===== src/ssfr_pkg.sv =====
// ----------------------------------------------------------------------------
// ssfr_pkg
// Types, codes and helpers of the servo status frame receiver.
// ----------------------------------------------------------------------------
`timescale 1ns / 1ps

package ssfr_pkg;

  // Input commands
  localparam logic [1:0] CMD_BYTE = 2'd0;
  localparam logic [1:0] CMD_TICK = 2'd1;
  localparam logic [1:0] CMD_ARM  = 2'd2;

  // Result status codes
  localparam logic [2:0] STAT_OK       = 3'd0;
  localparam logic [2:0] STAT_CHECKSUM = 3'd1;
  localparam logic [2:0] STAT_WRONG_ID = 3'd2;
  localparam logic [2:0] STAT_SHORT    = 3'd3;
  localparam logic [2:0] STAT_TIMEOUT  = 3'd4;

  // Configuration register indexes
  localparam logic [1:0] CFG_SERVO_ID = 2'd0;
  localparam logic [1:0] CFG_TIMEOUT  = 2'd1;
  localparam logic [1:0] CFG_KEEP_LEN = 2'd2;

  localparam logic [7:0]  HEADER_BYTE    = 8'hFF;
  localparam logic [7:0]  MIN_LENGTH     = 8'd2;
  localparam logic [15:0] TICKS_MAX      = 16'hFFFF;
  localparam logic [7:0]  RST_SERVO_ID   = 8'd1;
  localparam logic [15:0] RST_TIMEOUT    = 16'd1000;
  localparam logic [7:0]  RST_KEEP_LEN   = 8'd8;

  typedef struct packed {
    logic [1:0] command;
    logic [7:0] rx_byte;
  } in_item_t;

  typedef struct packed {
    logic [7:0] data;
    logic [7:0] index;
    logic [2:0] status;
    logic [7:0] servo_error;
    logic       last;
  } out_item_t;

  typedef struct packed {
    logic [7:0]  servo_id;
    logic [15:0] timeout_ticks;
    logic [7:0]  keep_len;
  } cfg_t;

  function automatic out_item_t mk_status(input logic [2:0] st, input logic [7:0] err);
    out_item_t r;
    r.data        = 8'd0;
    r.index       = 8'd0;
    r.status      = st;
    r.servo_error = err;
    r.last        = 1'b1;
    return r;
  endfunction

endpackage


===== src/ssfr_parser.sv =====
// ----------------------------------------------------------------------------
// ssfr_parser
// Frame state and single-cycle step logic of the status reply parser.
// ----------------------------------------------------------------------------
`timescale 1ns / 1ps

module ssfr_parser
  import ssfr_pkg::*;
(
  input  logic      clk,
  input  logic      rst_n,
  input  logic      step_en,
  input  in_item_t  item,
  input  cfg_t      cfg,
  output logic      res_valid,
  output out_item_t res
);

  localparam logic [2:0] PH_IDLE    = 3'd0;
  localparam logic [2:0] PH_HUNT    = 3'd1;
  localparam logic [2:0] PH_ID      = 3'd2;
  localparam logic [2:0] PH_LEN     = 3'd3;
  localparam logic [2:0] PH_ERR     = 3'd4;
  localparam logic [2:0] PH_PAYLOAD = 3'd5;
  localparam logic [2:0] PH_CHECK   = 3'd6;

  logic [2:0]  phase_r, phase_nxt;
  logic [1:0]  hdr_cnt_r, hdr_cnt_nxt;
  logic [7:0]  frame_len_r, frame_len_nxt;
  logic [7:0]  err_byte_r, err_byte_nxt;
  logic [7:0]  sum_r, sum_nxt;
  logic [7:0]  pay_idx_r, pay_idx_nxt;
  logic [15:0] ticks_r, ticks_nxt;

  logic [15:0] ticks_inc;
  logic [7:0]  idx_inc;
  logic [7:0]  b;

  assign b         = item.rx_byte;
  assign ticks_inc = (ticks_r == TICKS_MAX) ? ticks_r : ticks_r + 16'd1;
  assign idx_inc   = pay_idx_r + 8'd1;

  always_comb begin
    phase_nxt     = phase_r;
    hdr_cnt_nxt   = hdr_cnt_r;
    frame_len_nxt = frame_len_r;
    err_byte_nxt  = err_byte_r;
    sum_nxt       = sum_r;
    pay_idx_nxt   = pay_idx_r;
    ticks_nxt     = ticks_r;
    res_valid     = 1'b0;
    res           = '0;
    if (step_en) begin
      case (item.command)
        CMD_ARM: begin
          phase_nxt     = PH_HUNT;
          hdr_cnt_nxt   = 2'd0;
          frame_len_nxt = 8'd0;
          err_byte_nxt  = 8'd0;
          sum_nxt       = 8'd0;
          pay_idx_nxt   = 8'd0;
          ticks_nxt     = 16'd0;
        end
        CMD_TICK: begin
          if (phase_r != PH_IDLE) begin
            ticks_nxt = ticks_inc;
            if (ticks_inc >= cfg.timeout_ticks) begin
              res_valid = 1'b1;
              res       = mk_status(STAT_TIMEOUT, err_byte_r);
              phase_nxt = PH_IDLE;
            end
          end
        end
        CMD_BYTE: begin
          if (phase_r != PH_IDLE) begin
            ticks_nxt = 16'd0;
            case (phase_r)
              PH_HUNT: begin
                if (b == HEADER_BYTE) begin
                  hdr_cnt_nxt = hdr_cnt_r + 2'd1;
                  if (hdr_cnt_r + 2'd1 >= 2'd2) begin
                    phase_nxt = PH_ID;
                  end
                end else begin
                  hdr_cnt_nxt = 2'd0;
                end
              end
              PH_ID: begin
                // running sum starts at the id, so sum_r holds the id at PH_LEN
                sum_nxt   = b;
                phase_nxt = PH_LEN;
              end
              PH_LEN: begin
                frame_len_nxt = b;
                sum_nxt       = sum_r + b;
                if (sum_r != cfg.servo_id) begin
                  res_valid = 1'b1;
                  res       = mk_status(STAT_WRONG_ID, 8'd0);
                  phase_nxt = PH_IDLE;
                end else if (b < MIN_LENGTH) begin
                  res_valid = 1'b1;
                  res       = mk_status(STAT_SHORT, 8'd0);
                  phase_nxt = PH_IDLE;
                end else begin
                  phase_nxt = PH_ERR;
                end
              end
              PH_ERR: begin
                err_byte_nxt = b;
                sum_nxt      = sum_r + b;
                pay_idx_nxt  = 8'd0;
                phase_nxt    = (frame_len_r == MIN_LENGTH) ? PH_CHECK : PH_PAYLOAD;
              end
              PH_PAYLOAD: begin
                sum_nxt = sum_r + b;
                if (pay_idx_r < cfg.keep_len) begin
                  res_valid       = 1'b1;
                  res.data        = b;
                  res.index       = pay_idx_r;
                  res.status      = STAT_OK;
                  res.servo_error = err_byte_r;
                  res.last        = 1'b0;
                end
                pay_idx_nxt = idx_inc;
                if (idx_inc >= frame_len_r - MIN_LENGTH) begin
                  phase_nxt = PH_CHECK;
                end
              end
              PH_CHECK: begin
                res_valid = 1'b1;
                res       = mk_status((b != ~sum_r) ? STAT_CHECKSUM : STAT_OK, err_byte_r);
                phase_nxt = PH_IDLE;
              end
              default: begin
                phase_nxt = PH_IDLE;
              end
            endcase
          end
        end
        default: begin
        end
      endcase
    end
  end

  always_ff @(posedge clk) begin
    if (!rst_n) begin
      phase_r     <= PH_IDLE;
      hdr_cnt_r   <= 2'd0;
      frame_len_r <= 8'd0;
      err_byte_r  <= 8'd0;
      sum_r       <= 8'd0;
      pay_idx_r   <= 8'd0;
      ticks_r     <= 16'd0;
    end else begin
      phase_r     <= phase_nxt;
      hdr_cnt_r   <= hdr_cnt_nxt;
      frame_len_r <= frame_len_nxt;
      err_byte_r  <= err_byte_nxt;
      sum_r       <= sum_nxt;
      pay_idx_r   <= pay_idx_nxt;
      ticks_r     <= ticks_nxt;
    end
  end

endmodule


===== src/servo_status_frame_receiver.sv =====
// ----------------------------------------------------------------------------
// servo_status_frame_receiver
// Parses a servo status reply from a byte/tick/arm stream into payload bytes
// and one closing status result per armed frame.
// ----------------------------------------------------------------------------
//  Channel | Ports                         | Transfer when
//  --------+-------------------------------+------------------------------
//  input   | in_valid, in_ready, in_data   | in_valid && in_ready
//  result  | out_valid, out_ready, out_data| out_valid && out_ready
//  config  | cfg_we, cfg_index, cfg_wdata  | cfg_we
//
// Items flow one per cycle while the result is not stalled; an item that
// yields a result passes the input register, then the step logic into the
// result register, before result valid rises.
// Reset (synchronous, rst_n low) clears the frame state to idle, empties both
// registers and loads the register defaults (id 1, timeout 1000, keep 8).
// A stalled result holds the step; the input register then fills and
// in_ready drops until the result is taken.
// ----------------------------------------------------------------------------
`timescale 1ns / 1ps

module servo_status_frame_receiver
  import ssfr_pkg::*;
(
  input  logic       clk,
  input  logic       rst_n,
  input  logic       in_valid,
  output logic       in_ready,
  input  in_item_t   in_data,
  output logic       out_valid,
  input  logic       out_ready,
  output out_item_t  out_data,
  input  logic       cfg_we,
  input  logic [1:0] cfg_index,
  input  logic [15:0] cfg_wdata
);

  cfg_t      cfg_r;
  logic      s1_valid_r;
  in_item_t  s1_item_r;
  logic      out_valid_r;
  out_item_t out_item_r;

  logic      advance;
  logic      step_en;
  logic      res_valid;
  out_item_t res;

  // Step the held item whenever the result slot is free or being drained.
  assign advance  = !out_valid_r || out_ready;
  assign step_en  = s1_valid_r && advance;
  assign in_ready = !s1_valid_r || advance;

  assign out_valid = out_valid_r;
  assign out_data  = out_item_r;

  // Configuration registers: write immediately, ignore unused index.
  always_ff @(posedge clk) begin
    if (!rst_n) begin
      cfg_r.servo_id      <= RST_SERVO_ID;
      cfg_r.timeout_ticks <= RST_TIMEOUT;
      cfg_r.keep_len      <= RST_KEEP_LEN;
    end else if (cfg_we) begin
      case (cfg_index)
        CFG_SERVO_ID: cfg_r.servo_id      <= cfg_wdata[7:0];
        CFG_TIMEOUT:  cfg_r.timeout_ticks <= cfg_wdata;
        CFG_KEEP_LEN: cfg_r.keep_len      <= cfg_wdata[7:0];
        default: begin
        end
      endcase
    end
  end

  // Input register: load on transfer, drop once stepped.
  always_ff @(posedge clk) begin
    if (!rst_n) begin
      s1_valid_r <= 1'b0;
    end else if (in_valid && in_ready) begin
      s1_valid_r <= 1'b1;
    end else if (advance) begin
      s1_valid_r <= 1'b0;
    end
  end

  always_ff @(posedge clk) begin
    if (in_valid && in_ready) begin
      s1_item_r <= in_data;
    end
  end

  ssfr_parser u_parser (
    .clk       (clk),
    .rst_n     (rst_n),
    .step_en   (step_en),
    .item      (s1_item_r),
    .cfg       (cfg_r),
    .res_valid (res_valid),
    .res       (res)
  );

  // Result register: advance on free slot, hold while stalled.
  always_ff @(posedge clk) begin
    if (!rst_n) begin
      out_valid_r <= 1'b0;
    end else if (advance) begin
      out_valid_r <= step_en && res_valid;
    end
  end

  always_ff @(posedge clk) begin
    if (step_en && res_valid) begin
      out_item_r <= res;
    end
  end

endmodule


===== config.mk =====
export PLATFORM = sky130hd
export DESIGN_NAME = servo_status_frame_receiver
export DESIGN_NICKNAME = d
export VERILOG_FILES = /design/src/ssfr_pkg.sv /design/src/ssfr_parser.sv /design/src/servo_status_frame_receiver.sv
export SDC_FILE = /design/constraint.sdc
export NUM_CORES = 1
export LEC_CHECK = 0
export ABC_AREA = 1
export BUFFER_PORTS_ARGS = -buffer_cell sky130_fd_sc_hd__buf_2
export CAP_MARGIN = 25
export CORE_MARGIN = 8
export CORE_UTILIZATION = 45
export DETAILED_ROUTE_END_ITERATION = 6
export PLACE_DENSITY = 0.7
export SYNTH_ARGS = -nofsm -noshare
export SYNTH_HDL_FRONTEND = slang
export SYNTH_SLANG_ARGS = --single-unit

===== constraint.sdc =====
create_clock -name clk -period 10.2 [get_ports clk]
set_clock_uncertainty 0.2 [all_clocks]
set_input_delay 1.02 -clock clk [delete_from_list [all_inputs] [get_ports clk]]
set_output_delay 1.02 -clock clk [all_outputs]
set_load 0.02 [all_outputs]

# ---- After elaboration in Yosys (flattened, before gate mapping)
# Cells that the tools add are included.
# Widths: inputs -> output; s select.
dict set report totals {
  elab_cells 131
  input_bits 33
  out_inout_bits 30
  reg_bits 125
}
dict set report op_classes {
  bitwise_logic 1
  eq_ne 26
  n_lt_le_gt_ge 5
  add_sub_neg 5
  mux 51
  n_reduce_logical 24
}
# op count
set ops {}
lappend ops {{$mux 28} 4}
lappend ops {{$pmux 8 s2} 6}
lappend ops {{$pmux 28 s3} 1}
lappend ops {{$pmux 28 s2} 1}
lappend ops {{$mux 16} 3}
lappend ops {{$mux 8} 6}
lappend ops {{$pmux 16 s3} 1}
lappend ops {{$mux 3} 8}
lappend ops {{$reduce_and 4->1} 6}
lappend ops {{$add 16x1->16 const B} 1}
lappend ops {{$eq 16x16->1 const B} 1}
lappend ops {{$ge 16x16->1} 1}
lappend ops {{$ne 8x8->1} 2}
lappend ops {{$pmux 3 s5} 1}
lappend ops {{$mux 12} 1}
lappend ops {{$ne 3x2->1 const B} 4}
lappend ops {{$mux 11} 1}
lappend ops {{$mux 1} 10}
lappend ops {{$eq 3x3->1 const B} 3}
lappend ops {{$pmux 3 s3} 1}
lappend ops {{$add 8x1->8 const B} 1}
lappend ops {{$add 8x8->8} 1}
lappend ops {{$eq 8x2->1 const B} 1}
lappend ops {{$eq 8x8->1 const B} 1}
lappend ops {{27 further kinds} 46}

# ---- Logic depth before layout (Yosys ltp)
# Gate-level depths: netlist (run 1).
dict set report logic_depth {
  depth_word 8
  ltp_mapped 24
  ltp_nobuf 23
}

# ---- Cells and area by module
# Synthesis (run 1) repeated with hierarchy kept, for this count alone.
dict set report hier_totals {
  hier_cells 940
  area_unflattened_um2 7086.8
}
# mod cells_each n_inst seq_area_each_um2 area_each_um2
set by_module_without_submodules {}
lappend by_module_without_submodules {ssfr_parser 693 1 1061.0 4489.3}
lappend by_module_without_submodules {servo_status_frame_receiver 247 1 1821.7 2597.5}

# ---- Worst setup path before layout (run 1)
# No wires, ideal clock.
dict set report synth_path {
  kind {reg2reg}
  from {reg u_parser.ticks_r[0]}
  to {reg out_item_r (netlist bit out_data[0]) (enable)}
  path_buffers 1
  path_slack_ps 6910
  t_arrival_ps 2707
  setup_ps 383
  t_required_ps 9617
  stages_incl_launch_ff 18
  synth_period_minus_slack_ps 3290
  path_cell_list {dfxtp_1 ha_1 nand2_1 inv_1 nand2_1 or2_2 nor2_1 inv_1 buf_2 nand2_1 nand2_1 ha_1 nand3_1 nor3_1 nand2_1 nand4_1 nand3_1 inv_1}
}
dict set report synth_via {
  elab_chain_cells 8
  elab_cells_between_ends 9
  cone_classes {add/sub: 1; order compare: 1; eq/ne: 1; mux: 5; reduce/logical: 1}
}
# element line
set synth_rtl {}
lappend synth_rtl {{start, declared} ssfr_parser.sv:33} ;# logic [15:0] ticks_r, ticks_nxt;
lappend synth_rtl {{start signal, assigned} ssfr_parser.sv:162} ;# ticks_r <= ticks_nxt;
lappend synth_rtl {{$add 16x1->16 or $eq 16x16->1 (tied branches)} ssfr_parser.sv:40} ;# assign ticks_inc = (ticks_r == TICKS_MAX) ? ticks_r : ticks_r + 16'd1;
lappend synth_rtl {{$mux 16 (*)} ssfr_parser.sv:40}
lappend synth_rtl {{$ge 16x16->1 (*)} ssfr_parser.sv:67} ;# if (ticks_inc >= cfg.timeout_ticks) begin
lappend synth_rtl {{$mux 1 (*)} ssfr_parser.sv:67}
lappend synth_rtl {{$mux 1 (*)} ssfr_parser.sv:65} ;# if (phase_r != PH_IDLE) begin
lappend synth_rtl {{$pmux 1 s2 (*)} ssfr_parser.sv:54} ;# case (item.command)
lappend synth_rtl {{$mux 1 (*)} ssfr_parser.sv:53} ;# if (step_en) begin
lappend synth_rtl {{$logic_and 1x1->1 (*)} servo_status_frame_receiver.sv:111} ;# if (step_en && res_valid) begin
lappend synth_rtl {{end signal, assigned} servo_status_frame_receiver.sv:112} ;# out_item_r <= res;
lappend synth_rtl {{end, declared} servo_status_frame_receiver.sv:42} ;# out_item_t out_item_r;
# Every way passes the cells marked *; elsewhere a longest branch is shown, timed or not.
# A chain may end at the register's enable or synchronous reset.

# ---- Final worst setup path (run 1)
dict set report layout_path {
  from {reg u_parser.ticks_r[0]}
  to {reg out_item_r (netlist bit out_data[18]) (enable)}
}
# The elaborated chain is that of the path after synthesis.

==> impl_metrics.toml, run 1 <==
[outcome]
outcome = "finished, final reports clean"

[floorplan]
io_pins = 63
coreArea_um2 = 15000
dieArea_um2 = 19500
initial_core_util = 0.457
fp.dieW_um = 140
die_h_um = 140
rows = 45

[layout]
final_common_cell = "nand2_1"
postLayoutCoreUtil = 0.534
final-seq-area_um2 = 2880
multi_input_area_um2 = 3410
fin_area_um2 = 8020
drive_gt1_frac = 0.148
finalNetCount = 1022
area_delta_synth_final_pct = 16.8
instances_no_fill = 1148
layout_common_cells = "193 x nand2_1, 110 x inv_1, 87 x dfxtp_1"
nFillCells = 1390
antennaDiodeCount = 0

[setup_path]
cp.required_ps = 10120
crit_arrival_ps = 3580
slowest_delay_ps = 400
crit_path_start_kind = "flop"
path_depth = 18
path_common_cell = "nand2_1"
crit_type = "flop to flop"
critPathCaptureType = "flop"
cp_num_buf_inv = 5
worst_path_max_delay_cell = "inv_1"
crit_family = "simple AND/OR/NAND/NOR gates"
rr_worst_depth = 18
cp_max_fo = 20
critical_path.cell_chain = "ha_1, nand2_1, inv_1, nand2_1, or2_2, nor2_1, inv_1, nand2_1, ha_1, nand2_1, inv_1, nand3_1, nor3_1, nand2_1, nand4_1, nand3_1, inv_1, buf_16"

[sta]
fmax_ghz = 0.274
fin_crit_sh = 0.358
setup_violations = 0
min_period_ps = 3660
setup-tns-final_ps = 0
max_slew_margin = 0.408
finalHoldViolations = 0
rsz0062_at_grt = "no"
whs_ps = 250
finalMaxSlewViolations = 0
tightest_slew_ps = 888

[routing]
routed.top_layer = "met4"
dr.pass1.iters = 5
met3_length_um = 770
drc_errors = 0
wl_per_cell_um = 14.7
wl_met1_um = 7790
viasPerCell = 5.18
routed_wl_um = 16900
drt_iter0_drc = 417
num_vias = 5943
antenna_violating_nets_post_route = 0
met2_length_um = 7970

[global_routing]
grt_antenna_before_repair = 0
grt_util_all_layers = 0.180
first_global_vias = 5656
grt_pass1_wl_um = 28000
grt_max_degree = 59
overflow = 0

[pwr]
switching_share = 0.224
powerDensity_nw_per_um2 = 165
p_leak_uw = 0.00339
peakVddDrop_v = 0.000109
power.share.clock = 0.517
seq_power_share = 0.406
switchingPower_uw = 296
p_int_uw = 1030
pwr-share-comb = 0.077

[synth]
netlist_area_um2 = 6870
synth_top_flop_cell = "dfxtp_1"
synthCells = 884
synth_enable_flop_cells = 38
syn_nets = 959
synthArstFlopShare = 0
synth_area_per_cell_um2 = 7.77
yosysWarnings = 0
seq_area_frac_synth = 0.420
ys_ff_latch = 125
synth_cell_types = 45

[clock_tree]
cts_buffer_depth = 2
cts_sinks = 125
cts_made_buffers = 17
worstSkewPairLatency_ps = 420
cts-root-buf = "clkbuf_16"
tritoncts = "built"
cts_hold_buf = 0
ctsResizeCount = 0
cts_max_level = 4
post_cts_buffers = 0
clk_pin_slew_ps = 50

[placement]
dpl.cell_count = 1116
placed_area_um2 = 7350
hpwlAfterDp_um = 12700
io_buffers = 62
place_congestion = 0.939

[min_path]
hp-class = "flop to flop"
min_path_cells = 2

[flow_run]
drv_cap = 0
-- power by group through the flow --
stage / Sequential, uW / Clock [uW] / Combinational, uW
6_report: 537 / 684 / 102
5_1_grt: 539 / 721 / 115
4_1_cts: 537 / 696 / 102
3_5_place_dp: 548 / 0 / 101
3_3_place_gp: 547 / 0 / 99.0
2_1_floorplan: 543 / 0 / 74.7
-- cell usage after synthesis (3+ instances only) --
cell | number | area share
nand2_1 | 193 | 0.11
nor3_2 | 11 | 0.016
edfxtp_1 | 38 | 0.17
o21ai_1 | 4 | 0.0029
o21a_1 | 3 | 0.0033
xor2_1 | 14 | 0.018
a21oi_1 | 80 | 0.058
or2_2 | 4 | 0.0036
nand4_1 | 16 | 0.015
buf_6 | 3 | 0.0049
o22ai_1 | 4 | 0.0036
buf_2 | 4 | 0.0029
nor3_1 | 21 | 0.015
nor4_1 | 4 | 0.0036
inv_1 | 110 | 0.060
nor2_2 | 6 | 0.0055
clkbuf_1 | 12 | 0.0066
ha_1 | 41 | 0.075
nor2_1 | 84 | 0.046
nand3_1 | 31 | 0.023
a31oi_1 | 3 | 0.0027
dfxtp_1 | 87 | 0.25
o21ai_0 | 56 | 0.041
xnor2_1 | 10 | 0.013
o211ai_1 | 7 | 0.0077
nor2_4 | 3 | 0.0049
inv_2 | 10 | 0.0055
-- through the flow --
step	setup WS, ps	total power, uW
6_report	6540	1320
5_1_grt	6260	1370
4_1_cts	6560	1330
3_5_place_dp	6600	648
3_3_place_gp	6370	646
2_1_floorplan	6910	618
-- path summary, 6_finish.rpt --
kind,start,to,slack [ps]
worst max-delay path,u_parser.ticks_r[0]$_SDFFE_PN0P_,out_data[18]$_SDFFCE_PN0P_,6540
worst min-delay path,cfg_r[0]$_SDFFE_PN0P_,cfg_r[0]$_SDFFE_PN0P_,250
worst max register to register,u_parser.ticks_r[0]$_SDFFE_PN0P_,out_data[18]$_SDFFCE_PN0P_,6540
worst min register to register,cfg_r[0]$_SDFFE_PN0P_,cfg_r[0]$_SDFFE_PN0P_,250
-- flip-flops by register name, indices dropped and copies added (netlist names), 3 cells and up --
signal / count
cfg_r: 32
s1_item_r: 10
u_parser.sum_r: 8
out_data: 28
u_parser.err_byte_r: 8
u_parser.frame_len_r: 8
u_parser.phase_r: 3
u_parser.pay_idx_r: 8
u_parser.ticks_r: 16
-- cells by family after synthesis --
logic type / share of synthesized area
AOI/OAI and AO/OA: 0.136
xor gates and xnor gates: 0.0306
DFF: 0.420
adders and majority gates: 0.0776
and+or+nand+nor: 0.252
buffers and inverters: 0.0832
-- area by class of cell --
type	count	area share
Tap cell	188	0.0293
Timing Repair Buffer	66	0.0449
Inverter	121	0.0566
Clock buffer	22	0.0619
Multi-Input combinational cell	616	0.426
Clock inverter	10	0.0221
Sequential cell	125	0.359
-- routing by layer --
metal / track usage / vias up
met5: 0 / -
li1: - / 3045
met4: 0.0817 / 0
met1: 0.219 / 2712
met3: 0.0410 / 33
met2: 0.298 / 153
-- tightest hold or removal path, stage by stage (launching register included) --
cell,delay [ps]
dfxtp_1,310
inv_1,50
a21oi_1,50
No activity file was read; power rests on OpenSTA's default activity.
==> inputs of run 2 (changes only) <==
--- a/config.mk
+++ b/config.mk
@@ -11,7 +11,7 @@
 export CORE_MARGIN = 8
 export CORE_UTILIZATION = 45
 export DETAILED_ROUTE_END_ITERATION = 6
-export PLACE_DENSITY = 0.7
+export PLACE_DENSITY = 0.73
 export SYNTH_ARGS = -nofsm -noshare
 export SYNTH_HDL_FRONTEND = slang
 export SYNTH_SLANG_ARGS = --single-unit
==> constraint.sdc (replaced) <==
create_clock -name clk -period 3.3 [get_ports clk]
set_clock_uncertainty 0.2 [all_clocks]
set_input_delay 0.33 -clock clk [delete_from_list [all_inputs] [get_ports clk]]
set_output_delay 0.33 -clock clk [all_outputs]
set_load 0.02 [all_outputs]
==> run 2 against run 1 <==
Critical path depth grew 4. Core utilization grew 1.5 points. Register-to-register slack lost 6400 ps. Clock-buffer cell count shrank 2. Hold slack lost 240 ps. Via count grew 4.0%. Combinational power grew to 3.3 times the previous value. Global-route usage grew 0.30 points. Highest routed layer unchanged. Cell count grew 2.6%. Maximum frequency grew 17%. Sequential share of layout area shrank 0.95 points. Clock power grew to 2.6 times the previous value.
==> impl_metrics.toml, run 2 (same netlist as run 1, synthesis figures left out) <==
[pwr]
p_total_uw = 3750
p_leak_uw = 0.00346
powerDensity_nw_per_um2 = 455
peakVddDrop_v = 0.000347

[layout]
instances_no_fill = 1178
drive_gt1_frac = 0.162
final-seq-area_um2 = 2890
layout_common_cells = "193 x nand2_1, 107 x inv_1, 84 x dfxtp_1"
regMostFlops = "cfg_r"
antennaDiodeCount = 0
fin_area_um2 = 8250
finalNetCount = 1052
final_common_cell = "nand2_1"
nFillCells = 1392
area_delta_synth_final_pct = 20.1
multi_input_area_um2 = 3460
largest_reg_flops = 32

[sta]
fin_crit_sh = 0.946
min_period_ps = 3120
finalHoldViolations = 0
setup_violations = 0
tightest_slew_ps = 831
fmax_ghz = 0.320
max_slew_margin = 0.445
finalMaxSlewViolations = 0

[global_routing]
grt_util_all_layers = 0.183
grt_max_degree = 58
grt_pass1_wl_um = 28400
overflow = 0
first_global_vias = 5780
grt_antenna_before_repair = 0

[setup_path]
worst_path_max_delay_cell = "dfxtp_2"
path_common_cell = "nand2_1"
critPathCaptureType = "flop"
r2r_setup_slack_ps = 180
crit_type = "flop to flop"
cp.required_ps = 3290
critical_path.cell_chain = "ha_1, nand2_1, inv_2, nand2_1, or2_4, nor2_2, inv_2, or2_2, nand2_1, ha_1, inv_1, nand2_1, nand2_1, nand2_1, nand2_1, nand2_1, nand2_1, nand2_1, nand4_1, nand3_2, clkinv_4, clkbuf_16"
crit_path_start = "u_parser.ticks_r[0]$_SDFFE_PN0P_"
crit_arrival_ps = 3110
crit_path_start_kind = "flop"
cp_max_fo = 11
rr_startpoint = "u_parser.ticks_r[0]$_SDFFE_PN0P_"
r2r-end = "out_data[19]$_SDFFCE_PN0P_"
slowest_delay_ps = 360
rr_worst_depth = 22

[floorplan]
coreArea_um2 = 15000
initial_core_util = 0.457
dieArea_um2 = 19500
io_pins = 63
fp.dieW_um = 140
rows = 45
die_h_um = 140

[routing]
dr.pass1.iters = 7
drc_errors = 0
antenna_violating_nets_post_route = 0
num_vias = 6182
routed_wl_um = 17900
viasPerCell = 5.25
wl_per_cell_um = 15.2
drt_iter0_drc = 465

[clock_tree]
cts_buffer_depth = 2
tritoncts = "built"
cts_max_level = 4
clk_pin_slew_ps = 60
cts-root-buf = "clkbuf_16"
cts_made_buffers = 17
cts_sinks = 125
worstSkewPairLatency_ps = 430

[placement]
place_congestion = 0.939
hpwlAfterDp_um = 13100
io_buffers = 62
placed_area_um2 = 7370
dpl.cell_count = 1120

[flow_run]
drv_cap = 0

[outcome]
outcome = "finished, final reports clean"

[min_path]
min_path_cells = 3
worstHoldStart = "cfg_wdata[3]"
hold_path_end = "cfg_r[11]$_SDFFE_PN1P_"
hp-class = "input pin to flop"
==> run 2: changes by cell type in the layout (fill, tap and decap cells not counted), sizes merged <==
| cell | previous run | this run |
|---|---|---|
| buf | 66 | 73 |
| dlygate4sd3 | 0 | 21 |
| bufinv | 5 | 2 |
| clkinvlp | 1 | 0 |
| clkinv | 3 | 12 |
| inv | 122 | 119 |
==> run 2: repair_timing <==
item                                    4_1_cts  5_1_grt
hold buffers                                 21        0
buffers inserted                              0        2
endpoints found under the setup margin        0       40
hold endpoints to repair                     22        0
gates resized for setup                       0       19
==> run 2: worst max-delay path by stage <==
stage	depth (start not counted)	endpoint	slack [ps]
3_3_place_gp	17	out_data[16]$_SDFFCE_PN0P_	160
4_1_cts	17	out_data[16]$_SDFFCE_PN0P_	0.2
3_5_place_dp	17	out_data[16]$_SDFFCE_PN0P_	10
5_1_grt	22	out_data[19]$_SDFFCE_PN0P_	-10
6_report	22	out_data[19]$_SDFFCE_PN0P_	180
2_1_floorplan	17	out_data[0]$_SDFFCE_PN0P_	10
==> run 2: report_power, final <==
part           internal, uW  total, uW  switching [uW]
combinational           123        339             216
clock                  1090       1750             663
sequential             1620       1660            37.6
==> run 2: stage by stage <==
stage	setup WS (ps)	hold WS, ps	util	TNS [ps]
after global placement	158	243	0.490	0
after global routing	-11.3	2.95	0.549	-90.4
final	178	6.81	0.549	0
after detailed placement	13.4	243	0.490	0
after CTS	0.207	2.07	0.540	0
after floorplan	10.2	224	-	0
==> run 2: worst max-delay path, delay by kind of cell, from the launching register on <==
kind | cells | cell delay [ps]
flops | 1 | 360
buf+inv | 5 | 520
fa+ha+maj | 2 | 310
simple gates | 15 | 1510
==> run 2: metal layers <==
layer,GRT usage,part of all wire
met5,0,0
met4,0.0897,0.031
met3,0.0455,0.060
met2,0.307,0.48
met1,0.216,0.43
==> run 2: area by class of cell <==
class                           count  share of cell area
Multi-Input combinational cell    616               0.419
Sequential cell                   125               0.350
Timing Repair Buffer               96              0.0811
Inverter                          121              0.0557
Clock buffer                       20              0.0529
Tap cell                          188              0.0285
Clock inverter                     12              0.0126
